[config.mk]
export PLATFORM = sky130hd
export DESIGN_NAME = signed_number_to_digit_codes
export DESIGN_NICKNAME = d
export VERILOG_FILES = /design/src/rtl/core/sndc_pkg.sv /design/src/rtl/core/sndc_ctrl.sv /design/src/rtl/core/sndc_datapath.sv /design/src/rtl/core/signed_number_to_digit_codes.sv
export SDC_FILE = /design/constraint.sdc
export NUM_CORES = 1
export LEC_CHECK = 0
export ABC_AREA = 0
export BUFFER_PORTS_ARGS = -buffer_cell sky130_fd_sc_hd__buf_2
export CAP_MARGIN = 20
export CELL_PAD_IN_SITES_DETAIL_PLACEMENT = 1
export CELL_PAD_IN_SITES_GLOBAL_PLACEMENT = 1
export CORE_ASPECT_RATIO = 0.6
export CORE_MARGIN = 2
export CORE_UTILIZATION = 47
export DETAILED_ROUTE_END_ITERATION = 6
export PLACE_DENSITY = 0.78
export SLEW_MARGIN = 20
export SYNTH_ARGS = -nofsm -noshare
export SYNTH_HDL_FRONTEND = slang
export SYNTH_HIERARCHICAL = 1
export SYNTH_SLANG_ARGS = --single-unit
[constraint.sdc]
create_clock -name aclk -period 7.6 [get_ports aclk]
set_clock_uncertainty 0.1 [all_clocks]
set_input_delay 0.76 -clock aclk [delete_from_list [all_inputs] [get_ports aclk]]
set_output_delay 0.76 -clock aclk [all_outputs]
set_load 0.02 [all_outputs]
[src/rtl/core/sndc_pkg.sv]
// Shared types and constants for the signed number to digit code converter.
`default_nettype none

package sndc_pkg;

    localparam int DEF_NUM_DIGITS = 8;
    localparam int NUMBER_W       = 32;
    localparam int CODE_W         = 8;
    localparam int POINT_W        = 8;
    localparam int DIGIT_INDEX_W  = 3;
    localparam int CFG_INDEX_W    = 2;
    localparam int BCD_W          = 4;

    // Configuration register indexes
    localparam logic [CFG_INDEX_W-1:0] CFG_ZERO_CODE  = 2'd0;
    localparam logic [CFG_INDEX_W-1:0] CFG_DASH_CODE  = 2'd1;
    localparam logic [CFG_INDEX_W-1:0] CFG_POINT_MASK = 2'd2;

    localparam logic [CODE_W-1:0] ZERO_CODE_RST  = 8'd0;
    localparam logic [CODE_W-1:0] DASH_CODE_RST  = 8'd10;
    localparam logic [CODE_W-1:0] POINT_MASK_RST = 8'd128;

    // Reciprocal of ten: (n * RECIP_TEN) >> RECIP_SHIFT == n / 10 for any 32-bit n
    localparam logic [NUMBER_W-1:0] RECIP_TEN   = 32'hCCCC_CCCD;
    localparam int                  RECIP_SHIFT = 35;

    typedef struct packed {
        logic signed [NUMBER_W-1:0] number;
        logic [CODE_W-1:0]          pad_code;
        logic                       pad_decoded;
        logic signed [POINT_W-1:0]  point_position;
    } in_item_t;

    typedef struct packed {
        logic [DIGIT_INDEX_W-1:0] digit_index;
        logic [CODE_W-1:0]        digit_code;
        logic                     decode_on;
        logic                     last;
        logic                     error_code;
    } out_item_t;

    typedef struct packed {
        logic load;    // capture input item, start conversion
        logic mul;     // multiply magnitude by reciprocal
        logic div;     // finish one divide step, store the digit
        logic fin;     // work out layout flags, rewind emit counter
        logic emit;    // load next digit into the output register
    } cmd_t;

    typedef struct packed {
        logic mag_zero;
        logic digits_full;
        logic out_free;
        logic emit_last;
    } status_t;

endpackage

`default_nettype wire

[src/rtl/core/sndc_ctrl.sv]
// Sequencer for conversion and digit emission.
`default_nettype none

module sndc_ctrl
    import sndc_pkg::*;
(
    input  wire logic    aclk,
    input  wire logic    aresetn,
    input  wire logic    s_valid,
    output logic         s_ready,
    input  wire status_t status,
    output cmd_t         cmd
);

    typedef enum logic [4:0] {
        S_IDLE = 5'b00001,
        S_MUL  = 5'b00010,
        S_DIV  = 5'b00100,
        S_FIN  = 5'b01000,
        S_EMIT = 5'b10000
    } state_t;

    state_t state_reg, state_next;

    always_ff @(posedge aclk) begin
        if (!aresetn) begin
            state_reg <= S_IDLE;
        end else begin
            state_reg <= state_next;
        end
    end

    always_comb begin
        state_next = state_reg;
        cmd        = '0;
        s_ready    = 1'b0;
        case (state_reg)
            S_IDLE: begin
                // no transfer while reset is held
                s_ready = aresetn;
                if (s_valid && aresetn) begin
                    cmd.load   = 1'b1;
                    state_next = S_MUL;
                end
            end
            S_MUL: begin
                if (status.mag_zero || status.digits_full) begin
                    state_next = S_FIN;
                end else begin
                    cmd.mul    = 1'b1;
                    state_next = S_DIV;
                end
            end
            S_DIV: begin
                cmd.div    = 1'b1;
                state_next = S_MUL;
            end
            S_FIN: begin
                cmd.fin    = 1'b1;
                state_next = S_EMIT;
            end
            S_EMIT: begin
                if (status.out_free) begin
                    cmd.emit = 1'b1;
                    if (status.emit_last) begin
                        state_next = S_IDLE;
                    end
                end
            end
            default: begin
                state_next = S_IDLE;
            end
        endcase
    end

endmodule

`default_nettype wire

[src/rtl/core/sndc_datapath.sv]
// Divide-by-ten digit extraction, digit store, layout flags and output register.
`default_nettype none

module sndc_datapath
    import sndc_pkg::*;
#(
    parameter int NUM_DIGITS = DEF_NUM_DIGITS
) (
    input  wire logic                   aclk,
    input  wire logic                   aresetn,
    input  wire in_item_t               s_data,
    output out_item_t                   m_data,
    output logic                        m_valid,
    input  wire logic                   m_ready,
    input  wire logic                   cfg_valid,
    input  wire logic [CFG_INDEX_W-1:0] cfg_index,
    input  wire logic [CODE_W-1:0]      cfg_data,
    input  wire cmd_t                   cmd,
    output status_t                     status
);

    localparam int IW = (NUM_DIGITS > 1) ? $clog2(NUM_DIGITS) : 1;
    localparam int CW = $clog2(NUM_DIGITS + 1);
    localparam logic [CW-1:0]        N_CNT  = CW'(NUM_DIGITS);
    localparam logic [IW-1:0]        N_LAST = IW'(NUM_DIGITS - 1);
    localparam logic signed [8:0]    N_S    = 9'(NUM_DIGITS);

    // Configuration registers
    logic [CODE_W-1:0] zero_code_reg, dash_code_reg, point_mask_reg;

    always_ff @(posedge aclk) begin
        if (!aresetn) begin
            zero_code_reg  <= ZERO_CODE_RST;
            dash_code_reg  <= DASH_CODE_RST;
            point_mask_reg <= POINT_MASK_RST;
        end else if (cfg_valid) begin
            case (cfg_index)
                CFG_ZERO_CODE:  zero_code_reg  <= cfg_data;
                CFG_DASH_CODE:  dash_code_reg  <= cfg_data;
                CFG_POINT_MASK: point_mask_reg <= cfg_data;
                default: ;
            endcase
        end
    end

    // Item registers
    logic [NUMBER_W-1:0]       mag_reg;
    logic [2*NUMBER_W-1:0]     prod_reg;
    logic                      neg_reg;
    logic [CODE_W-1:0]         pad_code_reg;
    logic                      pad_dec_reg;
    logic signed [POINT_W-1:0] pp_reg;
    logic [BCD_W-1:0]          digit_reg [NUM_DIGITS];
    logic [CW-1:0]             dm_reg;
    logic [CW-1:0]             zend_reg;
    logic                      err_reg;
    logic                      point_on_reg;
    logic [IW-1:0]             emit_cnt_reg;

    logic [NUMBER_W-1:0] raw_u;
    logic [NUMBER_W-1:0] quot;
    logic [NUMBER_W-1:0] rem_full;

    assign raw_u    = NUMBER_W'(s_data.number);
    assign quot     = NUMBER_W'(prod_reg >> RECIP_SHIFT);
    assign rem_full = mag_reg - ((quot << 3) + (quot << 1));

    always_ff @(posedge aclk) begin
        if (cmd.load) begin
            neg_reg      <= raw_u[NUMBER_W-1];
            mag_reg      <= raw_u[NUMBER_W-1] ? (NUMBER_W'(0) - raw_u) : raw_u;
            pad_code_reg <= s_data.pad_code;
            pad_dec_reg  <= s_data.pad_decoded;
            pp_reg       <= s_data.point_position;
        end else if (cmd.div) begin
            mag_reg <= quot;
        end
        if (cmd.mul) begin
            prod_reg <= (2*NUMBER_W)'(mag_reg) * (2*NUMBER_W)'(RECIP_TEN);
        end
        if (cmd.div) begin
            digit_reg[dm_reg[IW-1:0]] <= rem_full[BCD_W-1:0];
        end
    end

    // Layout: magnitude digits, then zeros up to the point, then dash, then padding
    logic signed [8:0] pp1, dm_s, zmax, pp_s;
    logic [CW-1:0]     zend_next;
    logic              err_next;

    always_comb begin
        pp_s      = 9'(pp_reg);
        pp1       = pp_s + 9'sd1;
        dm_s      = $signed(9'(dm_reg));
        zmax      = (pp1 > dm_s) ? pp1 : dm_s;
        zend_next = (zmax >= N_S) ? N_CNT : CW'(zmax);
        err_next  = (neg_reg && (zend_next == N_CNT)) || (pp_s >= N_S);
    end

    always_ff @(posedge aclk) begin
        if (!aresetn) begin
            dm_reg       <= '0;
            emit_cnt_reg <= '0;
        end else begin
            if (cmd.load) begin
                dm_reg <= '0;
            end else if (cmd.div) begin
                dm_reg <= dm_reg + CW'(1);
            end
            if (cmd.fin) begin
                emit_cnt_reg <= '0;
            end else if (cmd.emit) begin
                emit_cnt_reg <= emit_cnt_reg + IW'(1);
            end
        end
    end

    always_ff @(posedge aclk) begin
        if (cmd.fin) begin
            zend_reg     <= zend_next;
            err_reg      <= err_next;
            point_on_reg <= !err_next && (pp_s >= 9'sd0) && (pp_s < N_S);
        end
    end

    // Code for the digit under the emit counter
    out_item_t       item;
    logic [CW-1:0]   cnt_ext;
    logic            is_last;

    always_comb begin
        cnt_ext = CW'(emit_cnt_reg);
        is_last = (emit_cnt_reg == N_LAST);
        item    = '0;
        item.digit_index = DIGIT_INDEX_W'(emit_cnt_reg);
        if (cnt_ext < dm_reg) begin
            item.digit_code = CODE_W'(digit_reg[emit_cnt_reg]);
            item.decode_on  = 1'b1;
        end else if (cnt_ext < zend_reg) begin
            item.digit_code = zero_code_reg;
            item.decode_on  = 1'b1;
        end else if (neg_reg && (cnt_ext == zend_reg)) begin
            item.digit_code = dash_code_reg;
            item.decode_on  = 1'b1;
        end else begin
            item.digit_code = pad_code_reg;
            item.decode_on  = pad_dec_reg;
        end
        if (point_on_reg && (emit_cnt_reg == pp_reg[IW-1:0])) begin
            item.digit_code = item.digit_code | point_mask_reg;
        end
        item.last       = is_last;
        item.error_code = is_last && err_reg;
    end

    // Output register
    logic      m_valid_reg;
    out_item_t m_data_reg;

    always_ff @(posedge aclk) begin
        if (!aresetn) begin
            m_valid_reg <= 1'b0;
        end else if (cmd.emit) begin
            m_valid_reg <= 1'b1;
        end else if (m_ready) begin
            m_valid_reg <= 1'b0;
        end
    end

    always_ff @(posedge aclk) begin
        if (cmd.emit) begin
            m_data_reg <= item;
        end
    end

    assign m_valid = m_valid_reg;
    assign m_data  = m_data_reg;

    assign status.mag_zero    = (mag_reg == '0);
    assign status.digits_full = (dm_reg == N_CNT);
    assign status.out_free    = !m_valid_reg || m_ready;
    assign status.emit_last   = is_last;

endmodule

`default_nettype wire

[src/rtl/core/signed_number_to_digit_codes.sv]
// Top level: signed number to per-digit display codes, least significant first.
// Sequence: after an input transfer, one multiply and one divide-by-ten step per
//   magnitude digit kept (up to min(10, NUM_DIGITS)), then the layout flags;
//   results then follow one per cycle while the sink is ready, NUM_DIGITS in all.
// A new item is taken only after the last result of the previous one enters the output register.
// Reset: synchronous active-low aresetn; config registers return to 0, 10, 128.
`default_nettype none

module signed_number_to_digit_codes
    import sndc_pkg::*;
#(
    parameter int NUM_DIGITS = DEF_NUM_DIGITS
) (
    input  wire logic                   aclk,
    input  wire logic                   aresetn,
    input  wire logic                   s_valid,
    output logic                        s_ready,
    input  wire in_item_t               s_data,
    output logic                        m_valid,
    input  wire logic                   m_ready,
    output out_item_t                   m_data,
    input  wire logic                   cfg_valid,
    output logic                        cfg_ready,
    input  wire logic [CFG_INDEX_W-1:0] cfg_index,
    input  wire logic [CODE_W-1:0]      cfg_data
);

    cmd_t    cmd;
    status_t status;

    // register writes are dropped during reset, so none is accepted then
    assign cfg_ready = aresetn;

    sndc_ctrl u_ctrl (
        .aclk    (aclk),
        .aresetn (aresetn),
        .s_valid (s_valid),
        .s_ready (s_ready),
        .status  (status),
        .cmd     (cmd)
    );

    sndc_datapath #(
        .NUM_DIGITS (NUM_DIGITS)
    ) u_datapath (
        .aclk      (aclk),
        .aresetn   (aresetn),
        .s_data    (s_data),
        .m_data    (m_data),
        .m_valid   (m_valid),
        .m_ready   (m_ready),
        .cfg_valid (cfg_valid),
        .cfg_index (cfg_index),
        .cfg_data  (cfg_data),
        .cmd       (cmd),
        .status    (status)
    );

endmodule

`default_nettype wire

# == Yosys cells after proc, flatten, opt, wreduce, memory -nomap -nowiden ==
# Memories as Yosys holds them, arrays and structs flattened. A register that Yosys moved wholly into a read port is not among the register bits.
# Cells that the tools add are included.
# totals
regBits,171
ramBits,32
output_inout_bits,17
n_memories,1
# classes
multipliers,1
addsub,6
mux,29
n_bitwise,2
n_reduce_logical,23
order_cmp,7
n_eq_ne,15
# mem_list
name,depth,width,rd,rd_clocked_by_memory_dff,write_ports,line_no,source
u_datapath.digit_reg,8,4,1,1,1,sndc_datapath.sv:53,logic [BCD_W-1:0] digit_reg [NUM_DIGITS];
# ops
op,n
$mux W32,3
$mul A32 B32 Y64 const B,1
$mux W9,4
$logic_not A32 Y1,1
$sub A1 B32 Y32 const A,1
$pmux W5 S5,1
$mux W5,3
$mux W1,13
$add A8 B2 Y9 const B,1
$ge A9 B5 Y1 const B,1
$gt A9 B5 Y1,1
$eq A4 B4 Y1 const B,2
$ge A8 B1 Y1 const B,1
$ge A8 B5 Y1 const B,1
$lt A3 B4 Y1,2
$lt A8 B5 Y1 const B,1
$mux W4,2
$mux W8,1
$or A8 B8 Y8,1
$logic_and A1 B1 Y1,7
$mux W3,2
$reduce_and A2 Y1,3
$eq A5 B1 Y1 const B,1
$eq A5 B2 Y1 const B,1
22 further kinds,28

# == Longest topological paths before layout ==
# logic_depth
depth_word,11
mapped_depth,26

# == By module ==
# Netlist, hierarchy kept.
# modules_own_cells
module,cells_each,area_each_um2,instances
sndc_datapath,2268,24318.3,1
sndc_ctrl,38,307.8,1
signed_number_to_digit_codes,1,7.5,1

# == Worst setup path before layout ==
# OpenSTA, ideal clock, no wires.
# synth_timing
path_kind,register -> register
startpoint,register u_datapath.mag_reg[20]
endpoint,"register u_datapath.prod_reg[61], data pin"
slack_ns,0.224
required_ns,7.241
stages_incl_launch_ff,27
t_arrival_ns,7.017
cell_sequence,edfxtp_1 -> inv_1 -> ha_1 -> inv_1 -> fa_1 -> inv_1 -> fa_1 -> inv_1 -> fa_1 -> inv_1 -> fa_1 -> fa_1 -> fa_1 -> inv_1 -> fa_1 -> inv_1 -> ha_1 -> nand3_2 -> or4_4 -> or4b_1 -> nor3_1 -> or4b_1 -> buf_6 -> a21oi_4 -> o311ai_4 -> a31oi_1 -> xnor2_1
# synth_via
elab_chain_len,1
# synth_lines
item,line_no,source
"start, declared",sndc_datapath.sv:47,logic [NUMBER_W-1:0] mag_reg;
"start signal, assigned",sndc_datapath.sv:71,mag_reg <= raw_u[NUMBER_W-1] ? (NUMBER_W'(0) - raw_u) : raw_u;
"start signal, assigned",sndc_datapath.sv:76,mag_reg <= quot;
$mul A32 B32 Y64,sndc_datapath.sv:79,prod_reg <= (2*NUMBER_W)'(mag_reg) * (2*NUMBER_W)'(RECIP_TEN);
"end signal, assigned",sndc_datapath.sv:79,
"end, declared",sndc_datapath.sv:48,logic [2*NUMBER_W-1:0] prod_reg;
# No other way between the ends.
# A chain may end at the register's enable or synchronous reset.

# == Worst setup path after layout ==
# layout_timing
startpoint,register u_datapath.mag_reg[20]
endpoint,"register u_datapath.prod_reg[59], data pin"
# The elaborated chain is that of the path after synthesis.

==> flow_summary.ini <==
[yosys]
synth_area_um2 = 24630
synthMuxAreaShare = 0.02484
avgSynthCellArea_um2 = 10.68
synthDistinctLibCells = 71
synth_edf_count = 131
synth_xor_area_frac = 0.04231
yosys.area_share.simple = 0.06537
ys_ff_latch = 171
syn_nets = 3140
yosys.area_share.adder = 0.5082
syn_inst = 2307
synth_top_family_by_area = adder cells
yosys_warnings = 6
synth_ff_type = edfxtp_1
yosysSeqAreaShare = 0.1922
synth-compound-area-share = 0.07258
synthArstFlopShare = 0

[cts]
cts_max_level = 4
cts.reportedPaths.clkPinSlew_ns = 0.09
cts_root_buf = clkbuf_16
clk_latency_ns = 0.46
tritoncts = yes
numCtsBuffers = 17
cts_sinks = 171
clockBufferDepth = 2

[detailed_routing]
dr.pass1.iters = 7
via_per_inst = 5.657
vias = 19120
ant_nets = 0
routedWlPerCell_um = 27.62
routed_wl_um = 93370
first_iter_violations = 1771
drc_errors = 0

[floorplan]
io_pins = 81
dieArea_um2 = 54320
initial_core_util = 0.4799
fp.dieW_um = 299.6
core_area_um2 = 51330
num_rows = 64
die_h_um = 181.3

[outcome]
status = finished, violations left
failed_checks = setup timing

[critical_path]
crit_type = reg2reg
startpoint_type = register
rrSetupSlack_ns = -0.23
worstPathRequired_ns = 7.74
arrival_ns = 7.96
critPathCaptureType = register
critPathMaxFanout = 4

[cells_and_area]
fillCellCount = 5511
nNetsFinal = 3507
final_common_cell = inv_1
areaGrowthSynthToFinish_pct = 20.22
num_antenna_cells = 0
layout.cells.non_filler = 3380
drive_gt1_frac = 0.2244
layout_common_cells = inv_1, fa_1, ha_1, buf_4, edfxtp_1

[timing]
layout_min_cycle_time_ns = 7.828
fmax_mhz = 127.7
hold_viol_final = 0
rsz0062_at_grt = yes
period_share = 1.030
slew-limit-headroom = 0.3105
drv_slew = 0
tightest_slew_ns = 1.034
setup_viol = 14
timing.final.ws_setup_ns = -0.2280

[grt]
grt_pass1_vias = 21360
grt_use_total = 0.3471
grt_max_degree = 64
antenna_found_initial = 2
grt_overflow = 0
grt_pass1_wl_um = 137400

[worst_hold_path]
min-delay-path-class = in2reg

[placed_design]
hpwl_um = 78670
post-place-ws_ns = -0.6446
dp_cells = 3299
numPortBuffers = 80
gp_congestion = 1.041

[flow_run]
max_cap_viol_count = 0
[stage by stage]
stage | TNS [ns] | hold WS [ns] | util | instance area [µm²]
final | -1.534 | 0.3868 | 0.5769 | 29610
after global placement | -1.474 | 0.3569 | 0.5392 | 27680
after floorplan | 0 | 0.3438 | - | 24630
after global routing | -3.720 | 0.3698 | 0.5769 | 29610
after detailed placement | -4.704 | 0.3765 | 0.5392 | 27680
after CTS | -0.4874 | 0.3730 | 0.5646 | 28980
[worst max-delay path: stages (launching register included)]
cell	delay, ns
edfxtp_1	0.54
buf_6	0.21
ha_1	0.25
buf_4	0.19
ha_2	0.22
fa_1	0.50
inv_1	0.06
fa_1	0.59
inv_1	0.09
fa_1	0.51
fa_1	0.56
fa_1	0.61
fa_1	0.49
ha_4	0.32
nand4_1	0.10
or4_4	0.57
or4b_4	0.49
nor3_2	0.12
or4b_4	0.16
buf_12	0.13
a21oi_4	0.08
o21ai_4	0.24
a2111oi_4	0.11
a311oi_1	0.35
[layer usage]
layer	vias up	share of wire	global-route usage
met2	960	0.42	0.5044
met3	130	0.14	0.1475
met4	0	0.017	0.06420
met5	-	0	0
li1	8161	-	-
met1	9868	0.43	0.4856
[cell type report]
cell class                      count  area, µm²  share of cell area
Inverter                          573       2158             0.07288
Multi-Input combinational cell   1526      18440              0.6227
Clock buffer                       17      425.4             0.01437
Timing Repair Buffer              385       2825             0.09540
Clock inverter                     15      161.4            0.005450
Sequential cell                   171       4735              0.1599
Tap cell                          693      867.1             0.02928
[worst paths after layout]
kind                               startpoint                          end  cells after the start
setup / recovery       u_datapath/mag_reg[20]      u_datapath/prod_reg[59]                     23
setup reg to reg       u_datapath/mag_reg[20]      u_datapath/prod_reg[59]                     23
hold / removal                     s_data[12]   u_datapath/pad_code_reg[3]                      1
hold reg to reg   u_datapath/dash_code_reg[3]  u_datapath/dash_code_reg[3]                      2
[Yosys cell counts, types with 6 or more instances]
cell type,number,area (µm²)
o21bai_1,11,82.58
clkbuf_1,28,105.1
and2_1,15,93.84
ha_1,383,4792
a221o_1,6,60.06
edfxtp_1,131,3934
mux4_2,8,180.2
nand2b_1,9,56.30
fa_1,386,7727
dfxtp_1,40,800.8
nand4_1,18,112.6
xor2_1,73,639.4
xnor2_1,46,402.9
a31oi_1,6,37.54
nand2_1,71,266.5
o31ai_1,9,67.56
nor2b_1,30,187.7
o21ai_0,38,190.2
or4_1,9,67.56
nor2_1,87,326.6
nor3_1,14,70.07
mux2i_1,42,420.4
a211oi_1,8,60.06
nand3_1,12,60.06
a21o_1,43,322.8
and3_1,9,56.30
a21oi_1,108,540.5
inv_1,573,2151
nor4_1,7,43.79
[kinds of logic (layout without fill, tap and decap cells)]
family	Yosys count	count (layout)
buf+inv	610	990
simple gates	312	312
xor+xnor	119	119
flops	171	171
mux	51	51
compound gates	275	275
fa+ha+maj	769	769
[timing repair]
| action | 4_1_cts | 5_1_grt |
|---|---|---|
| setup buffers | 31 | 19 |
| hold buffers | 0 | 0 |
| endpoints found under the setup margin | 21 | 22 |
| endpoints found under the hold margin | 0 | 0 |
| pin swaps | 57 | 75 |
| gates resized for setup | 106 | 109 |
Power is not shown: default switching activity piles up to over one toggle a cycle in this logic, so the estimate is an artifact.
